## config.mk

```make
export PLATFORM = sky130hd
export DESIGN_NAME = software_timer_slot_table_top
export DESIGN_NICKNAME = d
export VERILOG_FILES = /design/src/design/swtmr_pkg.sv /design/src/design/software_timer_slot_table_top.sv
export SDC_FILE = /design/constraint.sdc
export NUM_CORES = 2
export LEC_CHECK = 0
export BUFFER_PORTS_ARGS = -buffer_cell sky130_fd_sc_hd__buf_2
export CAP_MARGIN = 40
export CORE_MARGIN = 2
export CORE_UTILIZATION = 60
export DETAILED_ROUTE_END_ITERATION = 8
export PLACE_DENSITY = 0.77
export SLEW_MARGIN = 15
export SYNTH_ARGS = -nofsm -noshare
export SYNTH_HDL_FRONTEND = slang
export SYNTH_SLANG_ARGS = --single-unit
export TNS_END_PERCENT = 20
```

## constraint.sdc

```tcl
create_clock -name clk -period 25.7 [get_ports clk]
set_clock_uncertainty 0.15 [all_clocks]
set_input_delay 6.425 -clock clk [delete_from_list [all_inputs] [get_ports clk]]
set_output_delay 6.425 -clock clk [all_outputs]
set_load 0.01 [all_outputs]
```

## src/design/swtmr_pkg.sv

```systemverilog
package swtmr_pkg;

    localparam int NUM_SLOTS   = 16;
    localparam int TIME_WIDTH  = 32;
    localparam int MAX_RESULTS = 16;

    localparam int SLOT_W     = (NUM_SLOTS > 1) ? $clog2(NUM_SLOTS) : 1;
    localparam int SLOT_NUM_W = 7;
    localparam int CNT_W      = $clog2(MAX_RESULTS + 1);
    localparam int PERIOD_W   = 32;
    localparam int HANDLE_W   = 32;

    localparam logic [1:0] OP_CREATE = 2'd0;
    localparam logic [1:0] OP_REMOVE = 2'd1;
    localparam logic [1:0] OP_CHECK  = 2'd2;

    localparam logic [1:0] KIND_CREATED  = 2'd0;
    localparam logic [1:0] KIND_REMOVED  = 2'd1;
    localparam logic [1:0] KIND_FIRED    = 2'd2;
    localparam logic [1:0] KIND_REJECTED = 2'd3;

    typedef logic [TIME_WIDTH-1:0] time_t;
    typedef logic [SLOT_W-1:0]     slot_idx_t;
    typedef logic [SLOT_NUM_W-1:0] slot_num_t;

    typedef enum logic [3:0] {
        S_IDLE   = 4'b0001,
        S_CREATE = 4'b0010,
        S_CHECK  = 4'b0100,
        S_FLUSH  = 4'b1000
    } state_t;

endpackage

```

## src/design/software_timer_slot_table_top.sv

```systemverilog
// Create walks the slots one per cycle until it finds a free slot or passes the last one.
// Remove and unknown opcodes go straight to the flush state; check walks every slot and
// stalls while a due slot waits on a full output register.
// A new request is taken only once the previous one is done; one subtract-compare unit serves all slots.
// A new request is taken while the previous result still waits in the output register.
// Asynchronous active-low reset frees every slot and empties the output register.
module software_timer_slot_table_top
    import swtmr_pkg::*;
(
    input  logic                  clk,
    input  logic                  rst_n,
    input  logic                  in_valid,
    output logic                  in_ready,
    input  logic [1:0]            opcode,
    input  logic [31:0]           now_ms,
    input  logic [PERIOD_W-1:0]   period_ms,
    input  logic                  one_shot,
    input  logic [HANDLE_W-1:0]   callback_handle,
    input  logic [SLOT_NUM_W-1:0] slot_to_remove,
    output logic                  out_valid,
    input  logic                  out_ready,
    output logic [1:0]            result_kind,
    output logic [SLOT_NUM_W-1:0] slot_number,
    output logic [HANDLE_W-1:0]   fired_handle,
    output logic                  last_result
);

    state_t                state_reg, state_next;
    slot_idx_t             idx_reg, idx_next;
    logic [NUM_SLOTS-1:0]  valid_reg, valid_next;
    logic [CNT_W-1:0]      fire_cnt_reg, fire_cnt_next;
    logic                  pend_valid_reg, pend_valid_next;
    logic                  out_valid_reg, out_valid_next;

    time_t                 now_reg, now_next;
    logic [PERIOD_W-1:0]   period_reg, period_next;
    logic                  one_shot_reg, one_shot_next;
    logic [HANDLE_W-1:0]   handle_reg, handle_next;
    logic [1:0]            pend_kind_reg, pend_kind_next;
    slot_num_t             pend_slot_reg, pend_slot_next;
    logic [HANDLE_W-1:0]   pend_handle_reg, pend_handle_next;
    logic [1:0]            result_kind_reg;
    slot_num_t             slot_number_reg;
    logic [HANDLE_W-1:0]   fired_handle_reg;
    logic                  last_result_reg;

    logic [PERIOD_W-1:0]   period_mem [NUM_SLOTS];
    time_t                 last_run_mem [NUM_SLOTS];
    logic                  one_shot_mem [NUM_SLOTS];
    logic [HANDLE_W-1:0]   handle_mem [NUM_SLOTS];

    logic [PERIOD_W-1:0]   rd_period_reg;
    time_t                 rd_last_run_reg;
    logic                  rd_one_shot_reg;
    logic [HANDLE_W-1:0]   rd_handle_reg;

    logic                  in_acc;
    logic                  out_free;
    logic                  out_ld;
    logic                  out_last;
    logic                  create_we;
    logic                  restart_we;
    logic                  slot_due;
    logic                  stall;
    logic                  idx_last;
    time_t                 elapsed;
    slot_num_t             cur_slot_num;
    slot_idx_t             rm_idx;

    assign in_ready     = (state_reg == S_IDLE);
    assign in_acc       = in_valid && in_ready;
    assign out_free     = !out_valid_reg || out_ready;
    assign idx_last     = (idx_reg == SLOT_W'(NUM_SLOTS - 1));
    assign cur_slot_num = SLOT_NUM_W'(idx_reg) + SLOT_NUM_W'(1);
    assign rm_idx       = SLOT_W'(slot_to_remove - SLOT_NUM_W'(1));
    assign elapsed      = now_reg - rd_last_run_reg;
    assign slot_due     = valid_reg[idx_reg]
                          && (PERIOD_W'(elapsed) >= rd_period_reg)
                          && (fire_cnt_reg < CNT_W'(MAX_RESULTS));
    assign stall        = slot_due && pend_valid_reg && !out_free;

    assign out_valid    = out_valid_reg;
    assign result_kind  = result_kind_reg;
    assign slot_number  = slot_number_reg;
    assign fired_handle = fired_handle_reg;
    assign last_result  = last_result_reg;

    always_comb
    begin
        state_next       = state_reg;
        idx_next         = idx_reg;
        valid_next       = valid_reg;
        fire_cnt_next    = fire_cnt_reg;
        pend_valid_next  = pend_valid_reg;
        now_next         = now_reg;
        period_next      = period_reg;
        one_shot_next    = one_shot_reg;
        handle_next      = handle_reg;
        pend_kind_next   = pend_kind_reg;
        pend_slot_next   = pend_slot_reg;
        pend_handle_next = pend_handle_reg;
        out_ld           = 1'b0;
        out_last         = 1'b0;
        create_we        = 1'b0;
        restart_we       = 1'b0;

        case (state_reg)
            S_IDLE:
            begin
                if (in_acc)
                begin
                    now_next      = now_ms[TIME_WIDTH-1:0];
                    period_next   = period_ms;
                    one_shot_next = one_shot;
                    handle_next   = callback_handle;
                    idx_next      = '0;
                    fire_cnt_next = '0;
                    case (opcode)
                        OP_CREATE:
                        begin
                            state_next = S_CREATE;
                        end
                        OP_REMOVE:
                        begin
                            if ((slot_to_remove == '0)
                                || (slot_to_remove > SLOT_NUM_W'(NUM_SLOTS)))
                            begin
                                pend_kind_next = KIND_REJECTED;
                                pend_slot_next = '0;
                            end
                            else
                            begin
                                valid_next[rm_idx] = 1'b0;
                                pend_kind_next     = KIND_REMOVED;
                                pend_slot_next     = slot_to_remove;
                            end
                            pend_handle_next = '0;
                            pend_valid_next  = 1'b1;
                            state_next       = S_FLUSH;
                        end
                        OP_CHECK:
                        begin
                            pend_valid_next = 1'b0;
                            state_next      = S_CHECK;
                        end
                        default:
                        begin
                            pend_kind_next   = KIND_REJECTED;
                            pend_slot_next   = '0;
                            pend_handle_next = '0;
                            pend_valid_next  = 1'b1;
                            state_next       = S_FLUSH;
                        end
                    endcase
                end
            end
            S_CREATE:
            begin
                if (!valid_reg[idx_reg])
                begin
                    create_we           = 1'b1;
                    valid_next[idx_reg] = 1'b1;
                    pend_kind_next      = KIND_CREATED;
                    pend_slot_next      = cur_slot_num;
                    pend_handle_next    = '0;
                    pend_valid_next     = 1'b1;
                    state_next          = S_FLUSH;
                end
                else if (idx_last)
                begin
                    pend_kind_next   = KIND_REJECTED;
                    pend_slot_next   = '0;
                    pend_handle_next = '0;
                    pend_valid_next  = 1'b1;
                    state_next       = S_FLUSH;
                end
                else
                begin
                    idx_next = idx_reg + SLOT_W'(1);
                end
            end
            S_CHECK:
            begin
                if (!stall)
                begin
                    if (slot_due)
                    begin
                        // The previous fire is known not to be the final one.
                        out_ld           = pend_valid_reg;
                        pend_kind_next   = KIND_FIRED;
                        pend_slot_next   = cur_slot_num;
                        pend_handle_next = rd_handle_reg;
                        pend_valid_next  = 1'b1;
                        fire_cnt_next    = fire_cnt_reg + CNT_W'(1);
                        if (rd_one_shot_reg)
                        begin
                            valid_next[idx_reg] = 1'b0;
                        end
                        else
                        begin
                            restart_we = 1'b1;
                        end
                    end
                    if (idx_last)
                    begin
                        state_next = (pend_valid_reg || slot_due) ? S_FLUSH : S_IDLE;
                    end
                    else
                    begin
                        idx_next = idx_reg + SLOT_W'(1);
                    end
                end
            end
            S_FLUSH:
            begin
                if (out_free)
                begin
                    out_ld          = 1'b1;
                    out_last        = 1'b1;
                    pend_valid_next = 1'b0;
                    state_next      = S_IDLE;
                end
            end
            default:
            begin
                state_next = S_IDLE;
            end
        endcase
    end

    assign out_valid_next = out_ld ? 1'b1 : (out_ready ? 1'b0 : out_valid_reg);

    always_ff @(posedge clk or negedge rst_n)
    begin
        if (!rst_n)
        begin
            state_reg      <= S_IDLE;
            idx_reg        <= '0;
            valid_reg      <= '0;
            fire_cnt_reg   <= '0;
            pend_valid_reg <= 1'b0;
            out_valid_reg  <= 1'b0;
        end
        else
        begin
            state_reg      <= state_next;
            idx_reg        <= idx_next;
            valid_reg      <= valid_next;
            fire_cnt_reg   <= fire_cnt_next;
            pend_valid_reg <= pend_valid_next;
            out_valid_reg  <= out_valid_next;
        end
    end

    always_ff @(posedge clk)
    begin
        now_reg         <= now_next;
        period_reg      <= period_next;
        one_shot_reg    <= one_shot_next;
        handle_reg      <= handle_next;
        pend_kind_reg   <= pend_kind_next;
        pend_slot_reg   <= pend_slot_next;
        pend_handle_reg <= pend_handle_next;
        if (out_ld)
        begin
            result_kind_reg  <= pend_kind_reg;
            slot_number_reg  <= pend_slot_reg;
            fired_handle_reg <= pend_handle_reg;
            last_result_reg  <= out_last;
        end
    end

    always_ff @(posedge clk)
    begin
        if (create_we)
        begin
            period_mem[idx_reg]   <= period_reg;
            one_shot_mem[idx_reg] <= one_shot_reg;
            handle_mem[idx_reg]   <= handle_reg;
        end
        if (create_we || restart_we)
        begin
            last_run_mem[idx_reg] <= now_reg;
        end
        rd_period_reg   <= period_mem[idx_next];
        rd_last_run_reg <= last_run_mem[idx_next];
        rd_one_shot_reg <= one_shot_mem[idx_next];
        rd_handle_reg   <= handle_mem[idx_next];
    end

`ifndef SYNTHESIS
    a_idle_no_pending: assert property (@(posedge clk) disable iff (!rst_n)
        (state_reg == S_IDLE) |-> !pend_valid_reg)
        else $error("Pending result left over while idle.");

    a_accept_leaves_idle: assert property (@(posedge clk) disable iff (!rst_n)
        in_acc |=> (state_reg != S_IDLE))
        else $error("Accepted transaction did not start work.");

    a_flush_marks_last: assert property (@(posedge clk) disable iff (!rst_n)
        ((state_reg == S_FLUSH) && out_free) |=> (out_valid_reg && last_result_reg))
        else $error("Final result not marked as last.");

    a_check_fire_not_last: assert property (@(posedge clk) disable iff (!rst_n)
        ((state_reg == S_CHECK) && out_ld)
        |=> ((result_kind_reg == KIND_FIRED) && !last_result_reg))
        else $error("Intermediate check result is malformed.");

    a_fire_count_bound: assert property (@(posedge clk) disable iff (!rst_n)
        (state_reg == S_CHECK) |-> (fire_cnt_reg <= CNT_W'(MAX_RESULTS)))
        else $error("Fire count exceeds its limit.");
`endif

endmodule
```

## Word level (Yosys, flattened, before mapping)

Memories as Yosys holds them, arrays and structs flattened. A register that Yosys moved wholly into a read port is not among the register bits.
Index checks and enable logic that the tools add are counted.

- Shifts and indexed selects: 0
- Magnitude comparators: 7
- Multipliers: 0
- Reductions and logical operators: 26
- Divide/modulo/power cells: 0
- Add/subtract/negate cells: 5
- Equal/unequal tests: 19
- Muxes and demuxes: 79
- Bitwise gates (word level): 5

Operators with widths:

| cell | count |
|---|---|
| $mux 32 | 6 |
| $mux 16 | 7 |
| $pmux 32 s3 | 1 |
| $pmux 16 s3 | 1 |
| $mux 4 | 11 |
| $mux 7 | 6 |
| $and 16x16->16 | 2 |
| $ge 32x32->1 | 1 |
| $not 16->16 | 2 |
| $sub 32x32->32 | 1 |
| $mux 1 | 24 |
| $pmux 7 s3 | 1 |
| $ne 2x2->1 const B | 9 |
| $or 16x16->16 | 1 |
| $pmux 4 s4 | 1 |
| $mux 5 | 3 |
| $pmux 7 s2 | 1 |
| $mux 2 | 6 |
| $pmux 4 s3 | 1 |
| $lt 4x5->1 const B | 2 |
| $pmux 5 s2 | 1 |
| $demux 1 s4 | 2 |
| $eq 4x4->1 const B | 2 |
| $ge 4x1->1 const B | 2 |
| 34 further kinds | 47 |

- Memory bits (read-only): 0
- Output and inout port bits: 44
- Latch bits: 0
- RAM bits: 1552
- Bits of input ports: 110
- Word-level logic and storage cells: 162
- Memories kept: 4
- Bits in registers: 211

Memories:

| memory | words | bits a word | read ports | clocked after memory_dff | write ports | line | text |
|---|---|---|---|---|---|---|---|
| handle_mem | 16 | 32 | 1 | 1 | 1 | software_timer_slot_table_top.sv:50 | `logic [HANDLE_W-1:0] handle_mem [NUM_SLOTS];` |
| last_run_mem | 16 | 32 | 1 | 1 | 1 | software_timer_slot_table_top.sv:48 | `time_t last_run_mem [NUM_SLOTS];` |
| period_mem | 16 | 32 | 1 | 1 | 1 | software_timer_slot_table_top.sv:47 | `logic [PERIOD_W-1:0] period_mem [NUM_SLOTS];` |
| one_shot_mem | 16 | 1 | 1 | 1 | 1 | software_timer_slot_table_top.sv:49 | `logic one_shot_mem [NUM_SLOTS];` |

## Logic depth before layout (Yosys ltp)

- Depth after elaboration: 11
- Mapped depth: 29
- Depth with buffers taken out: 26

## Least setup slack after synthesis

OpenSTA, ideal clock, no wires.

- Kind: input port to flip-flop
- Start point: in out_ready
- End point: reg pend_handle_reg[0] (enable)
- Arrival time: 9.794 ns
- Stages: 5
- Buffers on the path: 0
- Setup time: 0.493 ns
- Required time: 25.057 ns
- Setup slack: 15.263 ns
- Path through: nor2b_1 > a21oi_1 > o21a_1 > nand2_1 > nor3_1

- Longest elaborated chain between the ends: 5

RTL lines:

| item | line | text |
|---|---|---|
| start, declared | software_timer_slot_table_top.sv:21 | `input logic out_ready,` |
| $logic_or 1x1->1 | software_timer_slot_table_top.sv:72 | `assign out_free = !out_valid_reg \|\| out_ready;` |
| $logic_not 1->1 | software_timer_slot_table_top.sv:80 | `assign stall = slot_due && pend_valid_reg && !out_free;` |
| $logic_and 1x1->1 | software_timer_slot_table_top.sv:80 |  |
| $ne 2x2->1 (no source line) | - |  |
| $reduce_and 6->1 (no source line) | - |  |
| end signal, assigned | software_timer_slot_table_top.sv:263 | `pend_handle_reg <= pend_handle_next;` |
| end, declared | software_timer_slot_table_top.sv:41 | `logic [HANDLE_W-1:0] pend_handle_reg, pend_handle_next;` |

No other way between the ends.
A chain may end at the register's enable or synchronous reset.

## Worst setup path after layout

- Start point: in out_ready
- End point: reg rd_handle_reg[12] (read register of handle_mem)

- Longest elaborated chain between the ends: 5

RTL lines:

| item | line | text |
|---|---|---|
| $logic_or 1x1->1 | software_timer_slot_table_top.sv:72 |  |
| $logic_not 1->1 | software_timer_slot_table_top.sv:80 |  |
| $logic_and 1x1->1 | software_timer_slot_table_top.sv:80 |  |
| $mux 4 | software_timer_slot_table_top.sv:184 | `if (!stall)` |
| $pmux 4 s3 | software_timer_slot_table_top.sv:107 | `case (state_reg)` |
| end, declared | software_timer_slot_table_top.sv:55 | `logic [HANDLE_W-1:0] rd_handle_reg;` |

No other way between the ends.

==> metrics.log <==
INFO  metric dr.first_iter.drc_count = ~5,700
INFO  metric clock_tree_from_tritoncts = done
INFO  metric final_count_of_pins_violating_max_slew = 0
INFO  metric critical_path.startpoint_type = input port
INFO  metric hold_path_depth = 0
INFO  metric cts.root.buffer_cell = sky130_fd_sc_hd__clkbuf_16
INFO  metric max_freq = between 90 and 100 MHz
INFO  metric netlist_instances = about 4,300
INFO  metric synth-seq-area-share = between 70% and 80%
INFO  metric hold_slack = about 0.26 ns
INFO  metric syn_area_per_cell = approximately 17 sq um
INFO  metric max_slew.worst_pin.slew = between 1 and 1.5 ns
INFO  metric cp_num_cells = 11
INFO  metric worstPathRequired = between 20 and 30 ns
INFO  metric post_route_cells_drive_above_1_share = 15.0%
INFO  metric largest_registers_ranked_by_flip_flop_count = handle_mem: 512 flops, last_run_mem: 512 flops, period_mem: 512 flops
INFO  metric layout_setup_ws = roughly 15 ns
INFO  metric dpl.hpwl = 95.4 mm
INFO  metric coreArea = 0.119 sq mm
INFO  metric fp.dieH = between 300 and 400 microns
INFO  metric timing.final.hold_violations = 0
INFO  metric grt_max_degree = 150
INFO  metric critPathMaxStageDelay = between 0.8 and 0.9 ns
INFO  metric crit_path_frequent_cell = sky130_fd_sc_hd__buf_4
INFO  metric path_max_fanout = 48
INFO  metric first_global_vias = 41,340
INFO  metric setup_violations = 0
INFO  metric clk_pin_slew_worst_paths = ~0.060 ns
INFO  metric netlist_area = 0.0720 sq mm
INFO  metric power.ir.vdd_worst = about 110 uV
INFO  metric setup_repair_after_global_routing_missed_its_margin = false
INFO  metric power_leakage = between 20 and 30 nW
INFO  metric reg2regPathDepth = 25
INFO  metric max-clock-path-buffers = 3
INFO  metric grt_pass1_wl = about 270 mm
INFO  metric cp_cell_sequence = buf_2, nor2b_1, nand2_1, or3_1, o221ai_4, buf_4, and3_4, buf_4, buf_12, a32o_1, nor4_2
INFO  metric die-area = 0.123 sq mm
INFO  metric top_level_ports = around 150
INFO  metric synth_warnings = 0
INFO  metric yosys.cell_types.count = 89
INFO  metric min_path_type = flop to flop
INFO  metric buffer_ports.inserted = 153
INFO  metric place_ws = between 10 and 15 ns
INFO  metric final_cell_mix = 1,732 x sky130_fd_sc_hd__edfxtp_1, 631 x sky130_fd_sc_hd__nand2_1, 294 x sky130_fd_sc_hd__mux2i_1
INFO  metric start_util = roughly 60%
INFO  metric drt-vias-per-instance = roughly 6.6
INFO  metric timing.max_cap.violations = 0
INFO  metric ctsHoldBuffers = 0
INFO  metric globalplace.congestion = about 0.86
INFO  metric cp_num_buf_inv = 4
INFO  metric clock_latency = roughly 0.8 ns
INFO  metric cts-resized-gates = 0
INFO  metric grtUsageTotal = 29.7%
INFO  metric run_status = complete, no violations
INFO  metric layout.nets = 4,700
INFO  metric worstPathArrival = roughly 11 ns
INFO  metric drc_markers = 0
INFO  metric wl_per_cell = 28.9 microns
INFO  metric grt_remaining_overflow = 0
INFO  metric row_count = 127
INFO  metric post_detailed_routing_wire_length = around 180 mm
INFO  metric ctsHtreeMaxLevel = 4
INFO  metric async_reset_ff_share = 1.67%
INFO  metric critPathSlowestCell = sky130_fd_sc_hd__and3_4
INFO  metric power_per_cell_area = around 100 mW/mm^2
INFO  metric postRouteAntennaNets = 0
INFO  metric slew-limit-headroom = 32.6%
INFO  metric area_growth = 12.9%
INFO  metric antenna_found_initial = 6
INFO  metric cts_setup_buffers = 0
INFO  metric dr_total_vias = 41,432
INFO  metric post_layout_min_period = just over 10 ns
INFO  metric criticalPathCategory = input port to flop
INFO  metric floorplan.die.width = between 300 and 400 microns
INFO  metric cp-end-kind = flop
INFO  metric synth_edf_count = 1,732
INFO  metric synth_flop_cell = sky130_fd_sc_hd__edfxtp_1
INFO  metric final_min_period_over_clock_period = approximately 40%
INFO  metric cts-buffers-inserted = roughly 180
INFO  metric timing.critical_path.max_delay_family = simple AND/OR/NAND/NOR gates
INFO  metric final.setup.tns = 0 ns
INFO  metric numClockSinks = 1,860
INFO  metric ys_ff_latch = ~1,900
INFO  metric final_common_cell = sky130_fd_sc_hd__edfxtp_1
INFO  metric drt_pass1_iterations = 8
==> cell usage after synthesis (6+ instances only) <==
master                      instances  area share, %
sky130_fd_sc_hd__a22o_1            98            1.2
sky130_fd_sc_hd__nand2b_1           7          0.061
sky130_fd_sc_hd__o21a_1             9          0.094
sky130_fd_sc_hd__nand4_1            6          0.052
sky130_fd_sc_hd__mux2i_1          294            4.1
sky130_fd_sc_hd__dfrtp_1           30            1.0
sky130_fd_sc_hd__a2111oi_0         40           0.49
sky130_fd_sc_hd__a2111oi_1         33           0.46
sky130_fd_sc_hd__nand2_1          631            3.3
sky130_fd_sc_hd__nor2_1            84           0.44
sky130_fd_sc_hd__ha_1              68            1.2
sky130_fd_sc_hd__clkbuf_1         126           0.66
sky130_fd_sc_hd__nor3_1            10          0.069
sky130_fd_sc_hd__a21o_1            15           0.16
sky130_fd_sc_hd__a2111oi_2         30           0.63
sky130_fd_sc_hd__nor4_1            23           0.20
sky130_fd_sc_hd__buf_4             33           0.34
sky130_fd_sc_hd__nor4_2            76            1.3
sky130_fd_sc_hd__a32o_1           291            4.0
sky130_fd_sc_hd__a31oi_1           33           0.29
sky130_fd_sc_hd__a21oi_1           53           0.37
sky130_fd_sc_hd__xnor2_1           21           0.26
sky130_fd_sc_hd__buf_6             10           0.16
sky130_fd_sc_hd__buf_2             77           0.54
sky130_fd_sc_hd__inv_1             74           0.39
sky130_fd_sc_hd__and3_1           109           0.95
sky130_fd_sc_hd__o21ai_0           42           0.29
sky130_fd_sc_hd__nand3_1           16           0.11
sky130_fd_sc_hd__dfxtp_1           97            2.7
sky130_fd_sc_hd__nor2b_1           10          0.087
sky130_fd_sc_hd__edfxtp_1        1732             72
sky130_fd_sc_hd__o21bai_1           7          0.073
sky130_fd_sc_hd__and2_1            36           0.31
sky130_fd_sc_hd__xor2_1            10           0.12
==> through the flow <==
step	instances	power [W]	utilization, %	instance area, sq um
CTS	6290	0.00827	67.9	81200
global placement	5915	0.00556	62.3	74500
finish	6295	0.00830	68.0	81300
detailed placement	5946	0.00565	63.0	75200
global route	6295	0.00855	68.0	81300
floorplan	4331	0.00497	-	72000
==> per-layer routing <==
layer	routed length [microns]	vias up	global-route usage, %
met3	19700	485	6.69
met5	31	-	0
met4	8020	8	13.0
met2	86700	2589	47.4
met1	67600	20858	39.7
li1	-	17492	-
==> power by group <==
part           leakage, nW  total [W]  switching, W  internal [W]
clock                 2.90    0.00264       0.00112       0.00152
sequential            16.9    0.00388      0.000222       0.00366
combinational         7.05    0.00177       0.00116      0.000613
==> logic make-up (layout without fill, tap and decap cells) <==
group | count (synthesis) | count (layout) | share of synthesized area, %
compound gates | 696 | 696 | 8.71
mux | 304 | 304 | 4.31
fa+ha+maj | 69 | 69 | 1.21
xor+xnor | 31 | 31 | 0.377
flops | 1860 | 1860 | 76.0
other cells | 1 | 3 | 0.00521
simple gates | 1037 | 1037 | 7.25
buf+inv | 332 | 683 | 2.15
==> layout make-up <==
class,instances,area (sq um)
diodes,1,2.50
clock buffers,249,4950
clock inverters,95,1010
fillers,7586,38200
inverters,78,318
multi-input cells,2139,16100
flip-flops and latches,1860,54700
well taps,1612,2020
repair buffers,261,2150
==> final timing paths <==
path | slack (ns) | startpoint | to
worst max-delay path | 15.31 | out_ready | rd_handle_reg[12]
worst min-delay path | 0.26 | pend_handle_reg[9] | fired_handle[9]
worst max register to register | 16.22 | now_reg[1] | rd_handle_reg[12]
worst min register to register | 0.26 | pend_handle_reg[9] | fired_handle[9]
max in group asynchronous | 19.34 | rst_n | valid_reg[12]
min in group asynchronous | 5.54 | rst_n | out_valid
(Power assumes the default switching activity.)
